<file path="src/rtl/lrupr_pkg.sv">
// ----------------------------------------------------------------------------
// lrupr_pkg
// Shared types and constants for the LRU page replacement block.
// ----------------------------------------------------------------------------
`default_nettype none

package lrupr_pkg;

    localparam int PORT_PAGE_W = 16;   // width of page fields on the ports
    localparam int FRAME_W     = 2;    // width of the reported frame index
    localparam int COUNT_W     = 32;   // hit and fault totals
    localparam int IDX_W       = 4;    // frame index, up to 16 frames
    localparam int RANK_W      = 4;    // recency rank, up to 16 frames

    localparam logic [COUNT_W-1:0] COUNT_MAX = '1;

    // search results rippling along the row of cells
    typedef struct packed {
        logic              hit_seen;
        logic [IDX_W-1:0]  hit_idx;
        logic [RANK_W-1:0] hit_rank;
        logic              empty_seen;
        logic [IDX_W-1:0]  empty_idx;
        logic [RANK_W-1:0] max_rank;
        logic [IDX_W-1:0]  max_idx;
    } chain_t;

    // update broadcast to every cell
    typedef struct packed {
        logic              en;          // transaction accepted
        logic              clear;       // end of sequence: back to reset state
        logic              write;       // miss: load the page into the target
        logic [IDX_W-1:0]  target;
        logic              age_all;     // target was empty: every valid frame ages
        logic [RANK_W-1:0] limit_rank;  // otherwise frames newer than this age
    } upd_t;

endpackage

`default_nettype wire

</file>
<file path="src/rtl/lrupr_cell.sv">
// ----------------------------------------------------------------------------
// lrupr_cell
// One frame: page, valid bit and recency rank, with its link of the search
// chain (first hit, first empty frame, oldest frame).
// ----------------------------------------------------------------------------
`default_nettype none

module lrupr_cell #(
    parameter int IDX       = 0,
    parameter int PAGE_BITS = 16
) (
    input  wire                          clk,
    input  wire                          rst_n,
    input  wire logic [PAGE_BITS-1:0]    req_page,
    input  wire lrupr_pkg::chain_t       chain_in,
    input  wire logic [PAGE_BITS-1:0]    victim_page_in,
    output lrupr_pkg::chain_t            chain_out,
    output logic [PAGE_BITS-1:0]         victim_page_out,
    input  wire lrupr_pkg::upd_t         upd
);

    localparam logic [lrupr_pkg::IDX_W-1:0] MY_IDX = lrupr_pkg::IDX_W'(IDX);

    logic [PAGE_BITS-1:0]         page_reg,  page_next;
    logic                         valid_reg, valid_next;
    logic [lrupr_pkg::RANK_W-1:0] rank_reg,  rank_next;
    logic                         match;

    assign match = valid_reg && (page_reg == req_page);

    always_comb
    begin
        chain_out       = chain_in;
        victim_page_out = victim_page_in;
        if (match && !chain_in.hit_seen)
        begin
            chain_out.hit_seen = 1'b1;
            chain_out.hit_idx  = MY_IDX;
            chain_out.hit_rank = rank_reg;
        end
        if (!valid_reg && !chain_in.empty_seen)
        begin
            chain_out.empty_seen = 1'b1;
            chain_out.empty_idx  = MY_IDX;
        end
        // first cell seeds the oldest-frame search; ties keep the lower index
        if ((IDX == 0) || (rank_reg > chain_in.max_rank))
        begin
            chain_out.max_rank = rank_reg;
            chain_out.max_idx  = MY_IDX;
            victim_page_out    = page_reg;
        end
    end

    always_comb
    begin
        page_next  = page_reg;
        valid_next = valid_reg;
        rank_next  = rank_reg;
        if (upd.clear)
        begin
            page_next  = '0;
            valid_next = 1'b0;
            rank_next  = '0;
        end
        else if (upd.en)
        begin
            if (upd.target == MY_IDX)
            begin
                rank_next  = '0;
                valid_next = 1'b1;
                if (upd.write)
                begin
                    page_next = req_page;
                end
            end
            else if (valid_reg && (upd.age_all || (rank_reg < upd.limit_rank)))
            begin
                rank_next = rank_reg + 1'b1;
            end
        end
    end

    always_ff @(posedge clk or negedge rst_n)
    begin
        if (!rst_n)
        begin
            page_reg  <= '0;
            valid_reg <= 1'b0;
            rank_reg  <= '0;
        end
        else
        begin
            page_reg  <= page_next;
            valid_reg <= valid_next;
            rank_reg  <= rank_next;
        end
    end

endmodule

`default_nettype wire

</file>
<file path="src/rtl/lru_page_replacement.sv">
// An accepted request's result is loaded into the output register in the next cycle.
// Throughput: one request per cycle while in_stall is low; lookup, victim choice and recency
// update ripple combinationally through the row of frame cells.
// Reset: all frames empty, ranks and totals zero; a request flagged as last
// returns the block to this state once its result is produced.
// ----------------------------------------------------------------------------
// lru_page_replacement
// Fully associative LRU frame set with saturating hit and fault totals.
// ----------------------------------------------------------------------------
`default_nettype none

module lru_page_replacement #(
    parameter int FRAMES    = 4,
    parameter int PAGE_BITS = 16
) (
    input  wire                                          clk,
    input  wire                                          rst_n,
    input  wire                                          in_valid,
    output logic                                         in_stall,
    input  wire logic [lrupr_pkg::PORT_PAGE_W-1:0]       page,
    input  wire                                          last_request,
    output logic                                         out_valid,
    input  wire                                          out_stall,
    output logic                                         hit,
    output logic [lrupr_pkg::FRAME_W-1:0]                frame,
    output logic                                         evicted_valid,
    output logic [lrupr_pkg::PORT_PAGE_W-1:0]            evicted_page,
    output logic [lrupr_pkg::COUNT_W-1:0]                hit_count,
    output logic [lrupr_pkg::COUNT_W-1:0]                fault_count,
    output logic                                         totals_final
);

    localparam int PW = lrupr_pkg::PORT_PAGE_W;
    localparam int CW = lrupr_pkg::COUNT_W;

    logic                     in_fire;
    logic [PAGE_BITS+PW-1:0]  page_ext;
    logic [PAGE_BITS-1:0]     req_page;
    lrupr_pkg::chain_t        links [FRAMES+1];
    logic [PAGE_BITS-1:0]     vlinks [FRAMES+1];
    lrupr_pkg::chain_t        found;
    lrupr_pkg::upd_t          upd;
    logic                     is_hit;
    logic                     evict;
    logic [lrupr_pkg::IDX_W-1:0] target;
    logic [PAGE_BITS+PW-1:0]  victim_ext;

    logic              out_valid_reg, out_valid_next;
    logic              hit_reg;
    logic [lrupr_pkg::FRAME_W-1:0] frame_reg;
    logic              ev_valid_reg;
    logic [PW-1:0]     ev_page_reg;
    logic              final_reg;
    logic [CW-1:0]     hit_total_reg,   hit_total_next;
    logic [CW-1:0]     fault_total_reg, fault_total_next;
    logic [CW-1:0]     hit_sum, fault_sum;

    assign in_stall = out_valid_reg && out_stall;
    assign in_fire  = in_valid && !in_stall;

    // page compared on its low PAGE_BITS bits, zero-extended when wider
    assign page_ext = {{PAGE_BITS{1'b0}}, page};
    assign req_page = page_ext[PAGE_BITS-1:0];

    assign links[0]  = '0;
    assign vlinks[0] = '0;

    for (genvar i = 0; i < FRAMES; i++)
    begin : g_cell
        lrupr_cell #(
            .IDX       (i),
            .PAGE_BITS (PAGE_BITS)
        ) u_cell (
            .clk             (clk),
            .rst_n           (rst_n),
            .req_page        (req_page),
            .chain_in        (links[i]),
            .victim_page_in  (vlinks[i]),
            .chain_out       (links[i+1]),
            .victim_page_out (vlinks[i+1]),
            .upd             (upd)
        );
    end

    assign found = links[FRAMES];
    assign is_hit = found.hit_seen;
    assign evict  = !found.hit_seen && !found.empty_seen;

    always_comb
    begin
        priority if (found.hit_seen)
        begin
            target = found.hit_idx;
        end
        else if (found.empty_seen)
        begin
            target = found.empty_idx;
        end
        else
        begin
            target = found.max_idx;
        end
    end

    always_comb
    begin
        upd.en         = in_fire;
        upd.clear      = in_fire && last_request;
        upd.write      = !is_hit;
        upd.target     = target;
        upd.age_all    = !is_hit && found.empty_seen;
        upd.limit_rank = is_hit ? found.hit_rank : found.max_rank;
    end

    assign victim_ext = {{PW{1'b0}}, vlinks[FRAMES]};

    assign hit_sum   = (hit_total_reg == lrupr_pkg::COUNT_MAX) ?
                       hit_total_reg : hit_total_reg + 1'b1;
    assign fault_sum = (fault_total_reg == lrupr_pkg::COUNT_MAX) ?
                       fault_total_reg : fault_total_reg + 1'b1;

    always_comb
    begin
        out_valid_next   = out_valid_reg && out_stall;
        hit_total_next   = hit_total_reg;
        fault_total_next = fault_total_reg;
        if (in_fire)
        begin
            out_valid_next = 1'b1;
            if (last_request)
            begin
                hit_total_next   = '0;
                fault_total_next = '0;
            end
            else if (is_hit)
            begin
                hit_total_next = hit_sum;
            end
            else
            begin
                fault_total_next = fault_sum;
            end
        end
    end

    always_ff @(posedge clk or negedge rst_n)
    begin
        if (!rst_n)
        begin
            out_valid_reg   <= 1'b0;
            hit_total_reg   <= '0;
            fault_total_reg <= '0;
        end
        else
        begin
            out_valid_reg   <= out_valid_next;
            hit_total_reg   <= hit_total_next;
            fault_total_reg <= fault_total_next;
        end
    end

    // result payload; totals include this transaction
    always_ff @(posedge clk)
    begin
        if (in_fire)
        begin
            hit_reg      <= is_hit;
            frame_reg    <= target[lrupr_pkg::FRAME_W-1:0];
            ev_valid_reg <= evict;
            ev_page_reg  <= evict ? victim_ext[PW-1:0] : '0;
            final_reg    <= last_request;
            hit_count    <= is_hit ? hit_sum : hit_total_reg;
            fault_count  <= is_hit ? fault_total_reg : fault_sum;
        end
    end

    assign out_valid     = out_valid_reg;
    assign hit           = hit_reg;
    assign frame         = frame_reg;
    assign evicted_valid = ev_valid_reg;
    assign evicted_page  = ev_page_reg;
    assign totals_final  = final_reg;

endmodule

`default_nettype wire
</file>
<file path="config.mk">
export PLATFORM = sky130hd
export DESIGN_NAME = lru_page_replacement
export DESIGN_NICKNAME = d
export VERILOG_FILES = /design/src/rtl/lrupr_pkg.sv /design/src/rtl/lrupr_cell.sv /design/src/rtl/lru_page_replacement.sv
export SDC_FILE = /design/constraint.sdc
export NUM_CORES = 1
export LEC_CHECK = 0
export ABC_CLOCK_PERIOD_IN_PS = 15200
export BUFFER_PORTS_ARGS = -buffer_cell sky130_fd_sc_hd__buf_2
export CAP_MARGIN = 20
export CORE_UTILIZATION = 55
export CTS_BUF_LIST = sky130_fd_sc_hd__clkbuf_2
export DETAILED_ROUTE_END_ITERATION = 10
export PLACE_DENSITY_LB_ADDON = 0.05
export SYNTH_ARGS = -nofsm -noshare
export SYNTH_HDL_FRONTEND = slang
export SYNTH_HIERARCHICAL = 1
export SYNTH_SLANG_ARGS = --single-unit
</file>
<file path="constraint.sdc">
create_clock -name clk -period 15.2 [get_ports clk]
set_input_delay 1.52 -clock clk [delete_from_list [all_inputs] [get_ports clk]]
set_output_delay 1.52 -clock clk [all_outputs]
set_load 0.1 [all_outputs]
</file>
==> impl_metrics.env <==
export IMPL_vdd_ir_drop_max_mv=0.1223
export IMPL_tightest_slew_ns=0.9750
export IMPL_clock_latency_ns=0.88
export IMPL_arrival_ns=7.93
export IMPL_synthCells=1362
export IMPL_cts_max_path_buffers=3
export IMPL_clock_skew_ns=0.06608
export IMPL_hold_path_startpoint="hit_total_reg[31]"
export IMPL_numCtsBuffers=61
export IMPL_antenna_left=0
export IMPL_cts_setup_buffers=0
export IMPL_synthArstFlopShare_pct=63.68
export IMPL_power_internal_w=0.001405
export IMPL_outcome="finished clean"
export IMPL_worst_setup_path_end_kind="register"
export IMPL_coreArea_um2=25400
export IMPL_clkPwrFrac_pct=17.8
export IMPL_final_hold_viol_count=0
export IMPL_fin_tns_setup_ns=0
export IMPL_sw_frac_of_total_pct=41.14
export IMPL_cts_sinks=234
export IMPL_wirelength_um=32710
export IMPL_die_area_um2=26800
export IMPL_reg2reg_to="g_cell[0].u_cell/victim_page_out[8]"
export IMPL_grt_pass1_vias=10655
export IMPL_seqPwrFrac_pct=35.4
export IMPL_setup_viol=0
export IMPL_place_congestion=0.8498
export IMPL_fin_crit_sh_pct=47.53
export IMPL_fin_area_um2=15640
export IMPL_synthToLayoutAreaGrowth_pct=8.707
export IMPL_crit_family="simple AND/OR/NAND/NOR gates"
export IMPL_startpoint_type="register"
export IMPL_cts_hold_buf=0
export IMPL_drive_gt1_share_pct=22.54
export IMPL_synthesis_area_um2=14380
export IMPL_rsz0062_at_grt="false"
export IMPL_clockRootBuffer="clkbuf_2"
export IMPL_ys_seq_area_share_pct=43.67
export IMPL_p_leak_nw=6.957
export IMPL_clk_pin_slew_worst_paths_ns=0.11
export IMPL_combPwrFrac_pct=46.8
export IMPL_yosysWarningCount=6
export IMPL_synth_cell_types=85
export IMPL_antenna_found_initial=1
export IMPL_dpl_hpwl_um=22210
export IMPL_drt_first_pass_iters=5
export IMPL_ctsResizeCount=0
export IMPL_yosys_top_cells_count="dfrtp_1, nand2_1, xnor2_1"
export IMPL_pin_count=108
export IMPL_post_synth_top_count_cell="dfrtp_1"
export IMPL_port_buffers=107
export IMPL_powerDensity_nw_per_um2=152.6
export IMPL_largest_reg_flops=48
export IMPL_nets=1534
export IMPL_wl_per_cell_um=17.49
export IMPL_viasPerCell=5.755
export IMPL_required_ns=15.90
export IMPL_worst_path_max_delay_cell="nor4_2"
export IMPL_drtIter0Drc=725
export IMPL_dpl_instance_area_um2=15070
export IMPL_num_rows=58
export IMPL_drv_slew=0
export IMPL_die_h_um=163.7
export IMPL_critPathKind="reg -> reg"
export IMPL_avgSynthCellArea_um2=10.56
export IMPL_grt_max_degree=77
export IMPL_r2r_cells=32
export IMPL_cpPeakStageDelay_ns=0.73
export IMPL_grt_pass1_wl_um=54170
export IMPL_maxCapViolations=0
export IMPL_period_minus_slack_ns=7.225
export IMPL_p_sw_w=0.0009817
export IMPL_drcViolationCount=0
export IMPL_fillers=2213
export IMPL_num_vias=10761
export IMPL_die_w_um=163.7
export IMPL_ys_ff_latch=234
export IMPL_min_path_cells=2
export IMPL_synth_edf_count=85
export IMPL_synth_area_leader_cell="dfrtp_1"
export IMPL_fmax_mhz=138.4
export IMPL_synth_ff_type="dfrtp_1"
export IMPL_path_buf_inv=5
export IMPL_hold_path_end="hit_total_reg[31]"
export IMPL_synth_largest_type_area_fraction_pct=25.92
export IMPL_slew_headroom_pct=35.00
export IMPL_h_tree_depth=2
export IMPL_min_path_type="reg -> reg"
export IMPL_synthTopCellsByArea="dfrtp_1, edfxtp_1, xnor2_1, mux2_4, nand2_1"
export IMPL_start_util_pct=56.63
export IMPL_overflow=0
export IMPL_cts_tree="yes"
export IMPL_critPathMaxFanout=24
export IMPL_worst_r2r_setup_slack_ns=7.97
export IMPL_regToRegStartpoint="g_cell[0].u_cell/rank_reg[1]"
export IMPL_track_usage_pct=25.12
-- metal layers --
layer  track usage (%)  routed length, um  up-vias
met4             7.912                720        0
met3             3.687               1414       52
met5                 0                  0        -
li1                  -                  -     5250
met1             34.01              15090     5228
met2             41.51              15480      231
-- stage by stage --
| stage | util, % | hold WS [ns] | total power, W | setup slack [ns] | cells |
|---|---|---|---|---|---|
| after floorplan | - | 0.4834 | 0.001852 | 8.314 | 1380 |
| after global placement | 59.20 | 0.5017 | 0.001920 | 7.687 | 1748 |
| after detailed placement | 59.34 | 0.5285 | 0.001973 | 8.036 | 1750 |
| after CTS | 61.51 | 0.5541 | 0.002407 | 8.043 | 1865 |
| after global routing | 61.56 | 0.5733 | 0.002549 | 7.451 | 1870 |
| final | 61.56 | 0.5503 | 0.002386 | 7.975 | 1870 |
-- cell type report --
| cell class | count | area, um^2 | area share, % |
|---|---|---|---|
| flip-flops and latches | 234 | 6281 | 40.17 |
| repair buffers | 122 | 674.4 | 4.313 |
| clock buffers | 87 | 435.4 | 2.785 |
| multi-input cells | 1005 | 7480 | 47.84 |
| clock inverters | 28 | 116.4 | 0.7442 |
| inverters | 59 | 224.0 | 1.432 |
| well taps | 330 | 412.9 | 2.641 |
| diodes | 5 | 12.51 | 0.08002 |
-- layout by cell type (no fill, tap or decap), drive strengths merged, types with 19 or more instances in the layout --
cell type	synthesis	routed
nand2	116	116
dfrtp	149	149
xor2	34	34
o311ai	21	21
mux2	83	83
mux2i	19	19
nand4	42	42
clkinv	1	27
inv	58	59
conb	2	20
xnor2	89	89
and2	30	30
and3	28	28
edfxtp	85	85
o21ai	21	21
buf	33	122
a22o	48	48
clkbuf	49	87
nor2	71	71
a21oi	44	44
nor3	50	50
nor2b	30	30
ha	30	30
nand3	28	28
-- power groups by stage --
stage                     clock [W]  sequential (W)  combinational (W)
final                      0.000424        0.000846            0.00112
after global routing       0.000474        0.000861            0.00121
after CTS                  0.000444        0.000844            0.00112
after detailed placement          0        0.000857            0.00112
after global placement            0        0.000855            0.00107
after floorplan                   0        0.000958           0.000894
-- worst max-delay path by stage --
stage / start / endpoint / depth (start not counted)
6_report: g_cell[0].u_cell/rank_reg[1] / g_cell[0].u_cell/victim_page_out[8] / 32
5_1_grt: g_cell[0].u_cell/rank_reg[1] / g_cell[0].u_cell/victim_page_out[0] / 32
4_1_cts: g_cell[0].u_cell/rank_reg[1] / g_cell[0].u_cell/victim_page_out[15] / 32
3_5_place_dp: g_cell[0].u_cell/rank_reg[1] / g_cell[0].u_cell/victim_page_out[8] / 32
3_3_place_gp: g_cell[0].u_cell/rank_reg[1] / g_cell[0].u_cell/victim_page_out[0] / 32
2_1_floorplan: out_stall / g_cell[0].u_cell/victim_page_out[10] / 9
-- kinds of logic (layout without fill, tap and decap cells) --
family,Yosys count,in the layout,synth area share (%)
simple gates,498,498,19.83
flops,234,234,43.67
compound gates,232,232,12.40
buf+inv,141,296,4.871
xor+xnor,123,123,7.490
mux,102,102,9.073
fa+ha+maj,30,30,2.610
other cells,2,25,0.05221
-- worst min-delay path: stages, from the launching register on --
cell	delay, ns
dfrtp_1	0.38
nand2_1	0.06
o311ai_1	0.08
Note: power is estimated with default switching activity, not from simulation.
